$ cat src/rtl/dcsmf_pkg.sv
// package for the dhcp client mac filter: item types, register indexes,
// frame offsets and reset values of the configuration registers
// no dependencies
`timescale 1ns / 1ps

package dcsmf_pkg;

    localparam int CFG_INDEX_W = 1;
    localparam int CFG_DATA_W  = 16;

    typedef enum logic [CFG_INDEX_W-1:0] {
        CFG_SERVER_PORT = 1'b0,
        CFG_CLIENT_PORT = 1'b1
    } cfg_index_t;

    typedef struct packed {
        logic                  en;
        cfg_index_t            index;
        logic [CFG_DATA_W-1:0] data;
    } cfg_write_t;

    typedef struct packed {
        logic [7:0] frame_byte;
        logic       end_of_frame;
    } item_t;

    // handshake state of the input register toward the check stage
    typedef struct packed {
        logic valid;
        logic advance;
    } stage_ctl_t;

    localparam logic [15:0] SERVER_PORT_RST = 16'd67;
    localparam logic [15:0] CLIENT_PORT_RST = 16'd68;

    // byte offsets in the frame
    localparam logic [7:0] MAC_FIRST   = 8'd6;
    localparam logic [7:0] MAC_END     = 8'd12;
    localparam logic [7:0] IHL_POS     = 8'd14;
    localparam logic [7:0] FRAG_HI_POS = 8'd20;
    localparam logic [7:0] FRAG_LO_POS = 8'd21;
    localparam logic [7:0] PROTO_POS   = 8'd23;
    localparam logic [7:0] L4_MIN_POS  = 8'd34;

    // offsets from the start of the udp header
    localparam logic [7:0] UDP_HDR_LEN  = 8'd8;
    localparam logic [7:0] HTYPE_OFS    = 8'd9;
    localparam logic [7:0] HLEN_OFS     = 8'd10;
    localparam logic [7:0] CHADDR_OFS   = 8'd36;
    localparam logic [7:0] CHADDR_END   = 8'd42;
    localparam logic [7:0] DHCP_MIN_END = 8'd52;

    localparam logic [7:0] UDP_PROTO   = 8'd17;
    localparam logic [7:0] HTYPE_ETH   = 8'd1;
    localparam logic [7:0] HLEN_ETH    = 8'd6;
    localparam logic [3:0] IHL_PLAIN   = 4'd5;
    localparam logic [6:0] POS_MAX     = 7'd127;

endpackage

$ cat src/rtl/dcsmf_in_stage.sv
// input register of the dhcp client mac filter
// depends on dcsmf_pkg
`timescale 1ns / 1ps

module dcsmf_in_stage import dcsmf_pkg::*; (
    input  logic       aclk,
    input  logic       aresetn,
    input  logic       s_valid,
    output logic       s_ready,
    input  item_t      s_item,
    input  logic       advance,
    output stage_ctl_t ctl,
    output item_t      item
);

    logic  valid_reg;
    logic  valid_next;
    item_t item_reg;

    // a slot frees up whenever the held item moves on in the same cycle
    assign s_ready = !valid_reg || advance;

    always_comb begin
        valid_next = valid_reg;
        if (s_valid && s_ready) begin
            valid_next = 1'b1;
        end else if (advance) begin
            valid_next = 1'b0;
        end
    end

    always_ff @(posedge aclk) begin
        if (!aresetn) begin
            valid_reg <= 1'b0;
        end else begin
            valid_reg <= valid_next;
        end
    end

    always_ff @(posedge aclk) begin
        if (s_valid && s_ready) begin
            item_reg <= s_item;
        end
    end

    assign ctl.valid   = valid_reg;
    assign ctl.advance = advance;
    assign item        = item_reg;

endmodule

$ cat src/rtl/dcsmf_frame_check.sv
// per-frame field capture and verdict of the dhcp client mac filter,
// plus the two port registers; depends on dcsmf_pkg
`timescale 1ns / 1ps

module dcsmf_frame_check import dcsmf_pkg::*; (
    input  logic       aclk,
    input  logic       aresetn,
    input  cfg_write_t cfg,
    input  stage_ctl_t ctl,
    input  item_t      item,
    output logic       drop
);

    logic [15:0] server_port_reg;
    logic [15:0] client_port_reg;

    logic [6:0]  pos_reg;
    logic [47:0] mac_reg;
    logic [3:0]  hdr_words_reg;
    logic        udp_reg;
    logic [13:0] frag_reg;
    logic [15:0] sport_reg;
    logic [15:0] dport_reg;
    logic        hw_bad_reg;
    logic        mismatch_reg;

    logic [6:0]  pos_next;
    logic [47:0] mac_next;
    logic [3:0]  hdr_words_next;
    logic        udp_next;
    logic [13:0] frag_next;
    logic [15:0] sport_next;
    logic [15:0] dport_next;
    logic        hw_bad_next;
    logic        mismatch_next;

    logic [7:0]  pos8;
    logic [7:0]  len;
    logic [7:0]  udp_start;
    logic [7:0]  chaddr_idx;
    logic [7:0]  b;
    logic [7:0]  mac_byte;

    always_ff @(posedge aclk) begin
        if (!aresetn) begin
            server_port_reg <= SERVER_PORT_RST;
            client_port_reg <= CLIENT_PORT_RST;
        end else if (cfg.en) begin
            case (cfg.index)
                CFG_SERVER_PORT: server_port_reg <= cfg.data;
                CFG_CLIENT_PORT: client_port_reg <= cfg.data;
                default: ;
            endcase
        end
    end

    always_comb begin
        b              = item.frame_byte;
        pos8           = {1'b0, pos_reg};
        len            = pos8 + 8'd1;
        hdr_words_next = (pos8 == IHL_POS) ? b[3:0] : hdr_words_reg;
        udp_start      = 8'd14 + {2'b00, hdr_words_next, 2'b00};
        chaddr_idx     = pos8 - (udp_start + CHADDR_OFS);

        mac_next      = mac_reg;
        frag_next     = frag_reg;
        udp_next      = udp_reg;
        sport_next    = sport_reg;
        dport_next    = dport_reg;
        hw_bad_next   = hw_bad_reg;
        mismatch_next = mismatch_reg;
        pos_next      = (pos_reg < POS_MAX) ? pos_reg + 7'd1 : pos_reg;

        if (pos8 >= MAC_FIRST && pos8 < MAC_END) begin
            mac_next = {mac_reg[39:0], b};
        end
        if (pos8 == FRAG_HI_POS) begin
            frag_next = {b[5:0], frag_reg[7:0]};
        end
        if (pos8 == FRAG_LO_POS) begin
            frag_next = {frag_reg[13:8], b};
        end
        if (pos8 == PROTO_POS) begin
            udp_next = (b == UDP_PROTO);
        end

        // chaddr byte k lines up with source mac byte k, msb first
        case (chaddr_idx[2:0])
            3'd0:    mac_byte = mac_reg[47:40];
            3'd1:    mac_byte = mac_reg[39:32];
            3'd2:    mac_byte = mac_reg[31:24];
            3'd3:    mac_byte = mac_reg[23:16];
            3'd4:    mac_byte = mac_reg[15:8];
            3'd5:    mac_byte = mac_reg[7:0];
            default: mac_byte = 8'd0;
        endcase

        if (pos8 >= L4_MIN_POS) begin
            if (pos8 == udp_start) begin
                sport_next = {b, sport_reg[7:0]};
            end
            if (pos8 == udp_start + 8'd1) begin
                sport_next = {sport_reg[15:8], b};
            end
            if (pos8 == udp_start + 8'd2) begin
                dport_next = {b, dport_reg[7:0]};
            end
            if (pos8 == udp_start + 8'd3) begin
                dport_next = {dport_reg[15:8], b};
            end
            if (pos8 == udp_start + HTYPE_OFS && b != HTYPE_ETH) begin
                hw_bad_next = 1'b1;
            end
            if (pos8 == udp_start + HLEN_OFS && b != HLEN_ETH) begin
                hw_bad_next = 1'b1;
            end
            if (pos8 >= udp_start + CHADDR_OFS && pos8 < udp_start + CHADDR_END
                    && mac_byte != b) begin
                mismatch_next = 1'b1;
            end
        end

        // verdict as if this byte were the last one
        if (len < L4_MIN_POS) begin
            drop = 1'b0;
        end else if (!udp_next) begin
            drop = 1'b0;
        end else if (hdr_words_next < IHL_PLAIN) begin
            drop = 1'b1;
        end else if (len < udp_start + UDP_HDR_LEN) begin
            drop = 1'b0;
        end else if (dport_next != server_port_reg) begin
            drop = 1'b0;
        end else if (sport_next != client_port_reg) begin
            drop = 1'b1;
        end else if (hdr_words_next != IHL_PLAIN) begin
            drop = 1'b1;
        end else if (frag_next != 14'd0) begin
            drop = 1'b1;
        end else if (len < udp_start + DHCP_MIN_END) begin
            drop = 1'b1;
        end else if (hw_bad_next || mismatch_next) begin
            drop = 1'b1;
        end else begin
            drop = 1'b0;
        end
    end

    always_ff @(posedge aclk) begin
        if (!aresetn) begin
            pos_reg       <= '0;
            mac_reg       <= '0;
            hdr_words_reg <= '0;
            udp_reg       <= 1'b0;
            frag_reg      <= '0;
            sport_reg     <= '0;
            dport_reg     <= '0;
            hw_bad_reg    <= 1'b0;
            mismatch_reg  <= 1'b0;
        end else if (ctl.advance) begin
            if (item.end_of_frame) begin
                pos_reg       <= '0;
                mac_reg       <= '0;
                hdr_words_reg <= '0;
                udp_reg       <= 1'b0;
                frag_reg      <= '0;
                sport_reg     <= '0;
                dport_reg     <= '0;
                hw_bad_reg    <= 1'b0;
                mismatch_reg  <= 1'b0;
            end else begin
                pos_reg       <= pos_next;
                mac_reg       <= mac_next;
                hdr_words_reg <= hdr_words_next;
                udp_reg       <= udp_next;
                frag_reg      <= frag_next;
                sport_reg     <= sport_next;
                dport_reg     <= dport_next;
                hw_bad_reg    <= hw_bad_next;
                mismatch_reg  <= mismatch_next;
            end
        end
    end

endmodule

$ cat src/rtl/dcsmf_out_stage.sv
// result register of the dhcp client mac filter
// depends on dcsmf_pkg
`timescale 1ns / 1ps

module dcsmf_out_stage import dcsmf_pkg::*; (
    input  logic       aclk,
    input  logic       aresetn,
    input  stage_ctl_t ctl,
    input  item_t      item,
    input  logic       drop,
    output logic       m_valid,
    input  logic       m_ready,
    output logic       m_drop
);

    logic valid_reg;
    logic valid_next;
    logic drop_reg;
    logic load;

    assign load = ctl.advance && item.end_of_frame;

    always_comb begin
        valid_next = valid_reg;
        if (load) begin
            valid_next = 1'b1;
        end else if (m_ready) begin
            valid_next = 1'b0;
        end
    end

    always_ff @(posedge aclk) begin
        if (!aresetn) begin
            valid_reg <= 1'b0;
        end else begin
            valid_reg <= valid_next;
        end
    end

    always_ff @(posedge aclk) begin
        if (load) begin
            drop_reg <= drop;
        end
    end

    assign m_valid = valid_reg;
    assign m_drop  = drop_reg;

endmodule

$ cat src/rtl/dhcp_chaddr_source_mac_filter.sv
// top level of the dhcp client mac filter: input register, frame check, result register
// depends on dcsmf_pkg, dcsmf_in_stage, dcsmf_frame_check, dcsmf_out_stage
//
//   channel  | ports                                  | moves
//   ---------+----------------------------------------+------------------------------
//   input    | s_valid s_ready s_frame_byte s_end_of_frame | one frame byte per item
//   result   | m_valid m_ready m_drop                 | one verdict per frame
//   config   | cfg_wr_en cfg_index cfg_wdata          | server port, client port
//
// one item per cycle sustained, except while an item ending a frame waits on a stalled verdict;
// a verdict reaches m_valid through the input register, then the result register
// only items that end a frame wait on the result register; other items move on
// even while a verdict is stalled on m_ready
// synchronous active-low reset clears all frame state and loads ports 67 and 68
`timescale 1ns / 1ps

module dhcp_chaddr_source_mac_filter import dcsmf_pkg::*; (
    input  logic                   aclk,
    input  logic                   aresetn,
    // config writes
    input  logic                   cfg_wr_en,
    input  logic [CFG_INDEX_W-1:0] cfg_index,
    input  logic [CFG_DATA_W-1:0]  cfg_wdata,
    // frame bytes in
    input  logic                   s_valid,
    output logic                   s_ready,
    input  logic [7:0]             s_frame_byte,
    input  logic                   s_end_of_frame,
    // verdicts out
    output logic                   m_valid,
    input  logic                   m_ready,
    output logic                   m_drop
);

    cfg_write_t cfg;
    item_t      s_item;
    item_t      item;
    stage_ctl_t ctl;
    logic       advance;
    logic       drop;

    assign cfg.en    = cfg_wr_en;
    assign cfg.index = cfg_index_t'(cfg_index);
    assign cfg.data  = cfg_wdata;

    assign s_item.frame_byte   = s_frame_byte;
    assign s_item.end_of_frame = s_end_of_frame;

    // held byte moves into the frame state unless it ends a frame and the
    // previous verdict is still waiting
    assign advance = ctl.valid && (!item.end_of_frame || !m_valid || m_ready);

    dcsmf_in_stage u_in_stage (
        .aclk    (aclk),
        .aresetn (aresetn),
        .s_valid (s_valid),
        .s_ready (s_ready),
        .s_item  (s_item),
        .advance (advance),
        .ctl     (ctl),
        .item    (item)
    );

    // field capture and verdict on the held byte
    dcsmf_frame_check u_frame_check (
        .aclk    (aclk),
        .aresetn (aresetn),
        .cfg     (cfg),
        .ctl     (ctl),
        .item    (item),
        .drop    (drop)
    );

    // verdict register toward the result channel
    dcsmf_out_stage u_out_stage (
        .aclk    (aclk),
        .aresetn (aresetn),
        .ctl     (ctl),
        .item    (item),
        .drop    (drop),
        .m_valid (m_valid),
        .m_ready (m_ready),
        .m_drop  (m_drop)
    );

    // a byte only moves on when one is held
    a_advance_needs_item: assert property (@(posedge aclk) disable iff (!aresetn)
        advance |-> ctl.valid)
        else $error("advance without a held item");

    // the end of a frame always produces a verdict in the next cycle
    a_eof_gives_verdict: assert property (@(posedge aclk) disable iff (!aresetn)
        (advance && item.end_of_frame) |=> m_valid)
        else $error("frame end did not load a verdict");

    // a held byte that cannot move keeps its value
    a_stall_holds_item: assert property (@(posedge aclk) disable iff (!aresetn)
        (ctl.valid && !advance) |=> (ctl.valid && $stable(item)))
        else $error("stalled item lost or changed");

endmodule

$ cat config.mk
export PLATFORM = sky130hd
export DESIGN_NAME = dhcp_chaddr_source_mac_filter
export DESIGN_NICKNAME = d
export VERILOG_FILES = /design/src/rtl/dcsmf_pkg.sv /design/src/rtl/dcsmf_in_stage.sv /design/src/rtl/dcsmf_frame_check.sv /design/src/rtl/dcsmf_out_stage.sv /design/src/rtl/dhcp_chaddr_source_mac_filter.sv
export SDC_FILE = /design/constraint.sdc
export NUM_CORES = 1
export LEC_CHECK = 0
export BUFFER_PORTS_ARGS = -buffer_cell sky130_fd_sc_hd__buf_2
export CORE_UTILIZATION = 45
export DETAILED_ROUTE_END_ITERATION = 16
export GPL_ROUTABILITY_DRIVEN = 0
export PLACE_DENSITY_LB_ADDON = 0.1
export SYNTH_ARGS = -nofsm -noshare
export SYNTH_HDL_FRONTEND = slang
export SYNTH_HIERARCHICAL = 1
export SYNTH_SLANG_ARGS = --single-unit
export TNS_END_PERCENT = 30
$ cat constraint.sdc
create_clock -name aclk -period 13 [get_ports aclk]
set_input_delay 1.95 -clock aclk [delete_from_list [all_inputs] [get_ports aclk]]
set_output_delay 1.95 -clock aclk [all_outputs]
set_load 0.005 [all_outputs]
==> impl_metrics.ini <==
[outcome]
status = completed

[setup_path]
cp-endpoint = u_out_stage/m_drop
worst_path_largest_cell_delay_ps = 860
crit_required_ps = 13310
cp_common_cell = ha_1
crit_chain = ha_1, nand4bb_4, nor2_1, nor2_1, a21oi_1, ha_1, inv_1, xnor2_1, ha_1, nand2_1, xnor2_1, ha_1, nand4bb_1, a21oi_1, o311ai_0, o2bb2ai_1, nand2_1, nor2_4, mux2i_1, o221ai_1, nor4_1, a31o_1
worst_ep_arrival_time_ps = 7280
crit_start = u_frame_check/pos_reg[1]
path_class = flop to flop
reg2reg_depth = 22
r2r-end = u_out_stage/m_drop
start_kind = flop
r2r_slack_ps = 6030
slowest_stage = ha_1
reg2reg_from = u_frame_check/pos_reg[1]
cp-end-kind = flop
crit_fanout = 21

[logic_synthesis]
syn_area_per_cell_sq_um = 8.44
ys_ff_latch = 152
synth_most_common_cell = dfxtp_1
yosys.cell_types.count = 90
ys_top_cells_by_count = 142 x dfxtp_1, 125 x a22oi_1, 124 x nor2_1
synth.top_cell.area_share_pct = 33.6
syn_area_sq_um = 8470
synthTopCellsByArea = dfxtp_1 34%, a22oi_1 11%, nor2_1 5.5%
yosysWarnings = 6
synth_nets = 1071
yosysSeqAreaShare_pct = 37.1
synth_edf_count = 10
postSynth.asyncResetShare_pct = 0
synth_top_cell_by_area = dfxtp_1
synthFlopType = dfxtp_1
syn_inst = 1004

[layout]
nets = 1074
finish.utilization_pct = 51.6
drive_gt1_share_pct = 11.3
syn_to_final_growth_pct = 10.8
antenna_cells = 0
fin_area_sq_um = 9390
largest_reg_flops = 48

[power]
pwr-share-seq_pct = 44.9
net-switching-power_uw = 286
pwr_density_cell_nw_per_um2 = 115
p_int_uw = 794
power_frac_clock_pct = 47.9
leakagePower_nw = 3.46
finalPower_mw = 1.08
vdd_ir_drop_max_mv = 0.0852
switching_share_pct = 26.5
pwr-share-comb_pct = 7.2

[grt]
grt_max_degree = 67
grt_use_total_pct = 26.1
grt-ovfl-total = 0
antenna_found_initial = 0
grt_pass1_vias = 7038
grt_pass1_wl_mm = 39.1

[timing]
hold_viol = 0
tightest_slew_ps = 1200
rsz0062_at_grt = false
max_freq_mhz = 143
setup_viol = 0
timing.final.crit_share_pct = 53.6
fin_crit_ps = 6970
final.setup.tns_ps = 0
drv_slew = 0
setup_ws_ps = 6030
max_slew_margin_pct = 19.9
clock_skew_ps = 13.1

[floorplan]
core_sq_um = 18200
initial_core_util_pct = 46.5
die_w_um = 139
io_pins = 34
die-area_sq_um = 19400
num_rows = 49
die_h_um = 139

[clocking]
clock-root-buffer = clkbuf_16
post_cts_resized = 0
cts_setup_buffers = 0
clockBufferDepth = 2
cts_hold_buf = 0
numClockSinks = 152
cts_tree = built
cts_max_level = 4
worstSkewPairLatency_ps = 440
cts.clk_slew.worst_paths_ps = 70
numCtsBuffers = 17

[routing]
first_pass_iters = 7
drtIter0Drc = 610
vias_per_cell = 5.96
wl_per_cell_um = 19.9
drc_errors = 0
antenna_left = 0
wl_mm = 24.8
num_vias = 7446

[placed_design]
numPortBuffers = 33
placed_cell_area_sq_um = 8780
post-place-ws_ps = 6220
dp_hpwl_mm = 16.7

[worst_hold_path]
hp-class = flop to flop

[run]
drv_cap = 0
==> worst min-delay path by stage <==
stage                                            from                                 to  depth (start not counted)
floorplan                  u_frame_check/mismatch_reg         u_frame_check/mismatch_reg                          2
global placement           u_frame_check/mismatch_reg         u_frame_check/mismatch_reg                          2
detailed placement  u_frame_check/client_port_reg[13]  u_frame_check/client_port_reg[13]                          2
CTS                 u_frame_check/client_port_reg[13]  u_frame_check/client_port_reg[13]                          2
global route        u_frame_check/client_port_reg[13]  u_frame_check/client_port_reg[13]                          2
finish              u_frame_check/client_port_reg[13]  u_frame_check/client_port_reg[13]                          2
==> layout make-up <==
| type | count | area (sq um) |
|---|---|---|
| Multi-Input combinational cell | 747 | 4920 |
| Fill cell | 1759 | 8820 |
| Sequential cell | 152 | 3140 |
| Clock buffer | 18 | 429 |
| Timing Repair Buffer | 48 | 278 |
| Inverter | 41 | 156 |
| Clock inverter | 14 | 178 |
| Tap cell | 229 | 287 |
==> cells in the final DEF (no fill, tap or decap), drive strengths merged, types with 5 or more instances in the layout <==
| master | instances |
|---|---|
| nand2b | 9 |
| clkbuf | 18 |
| o21ai | 39 |
| and2 | 11 |
| o22ai | 6 |
| nor2b | 10 |
| nor2 | 128 |
| ha | 36 |
| a22oi | 125 |
| a21oi | 50 |
| xor2 | 14 |
| nor4 | 10 |
| o21a | 6 |
| edfxtp | 10 |
| a211oi | 7 |
| o211ai | 5 |
| xnor2 | 39 |
| buf | 48 |
| inv | 51 |
| nor3 | 12 |
| nand3b | 5 |
| mux2i | 24 |
| nand4 | 7 |
| dfxtp | 142 |
| nand2 | 114 |
| nand3 | 19 |
==> per-layer routing <==
| metal | up-vias | part of all wire, % | wire length (um) | global-route usage (%) |
|---|---|---|---|---|
| met4 | 0 | 1.6 | 386 | 6.90 |
| met1 | 3594 | 49 | 12100 | 36.3 |
| met3 | 26 | 5.0 | 1250 | 5.02 |
| met2 | 208 | 45 | 11100 | 41.1 |
| li1 | 3618 | - | - | - |
| met5 | - | 0 | 0 | 0 |
==> power by group through the flow <==
| stage | sequential, mW | clock (mW) | combinational [mW] |
|---|---|---|---|
| 3_3_place_gp | 0.496 | 0 | 0.0769 |
| 3_5_place_dp | 0.496 | 0 | 0.0764 |
| 5_1_grt | 0.486 | 0.547 | 0.0838 |
| 2_1_floorplan | 0.494 | 0 | 0.0476 |
| 4_1_cts | 0.485 | 0.528 | 0.0770 |
| 6_report | 0.485 | 0.517 | 0.0776 |
==> stage by stage <==
| stage | std cells | hold WS [ps] |
|---|---|---|
| 2_1_floorplan | 1004 | 438 |
| 3_3_place_gp | 1217 | 457 |
| 3_5_place_dp | 1217 | 465 |
| 4_1_cts | 1249 | 474 |
| 5_1_grt | 1249 | 490 |
| 6_report | 1249 | 476 |
==> critical path, delay by kind of cell, from the launching register on <==
kind | cells | cell delay, ps
buffers and inverters | 1 | 130
and+or+nand+nor | 8 | 1800
DFF | 1 | 520
xor gates and xnor gates | 2 | 590
muxes | 1 | 230
AOI/OAI and AO/OA | 6 | 1520
adders and majority gates | 4 | 2050
==> cell families (layout without fill, tap and decap cells) <==
logic type / Yosys count / in the layout / synth area share, %
simple gates: 351 / 351 / 20.0
fa+ha+maj: 36 / 36 / 5.32
xor+xnor: 53 / 53 / 5.79
buf+inv: 105 / 121 / 4.99
flops: 152 / 152 / 37.1
compound gates: 282 / 282 / 23.7
mux: 25 / 25 / 3.12
Note: power is estimated with default switching activity, not from simulation.
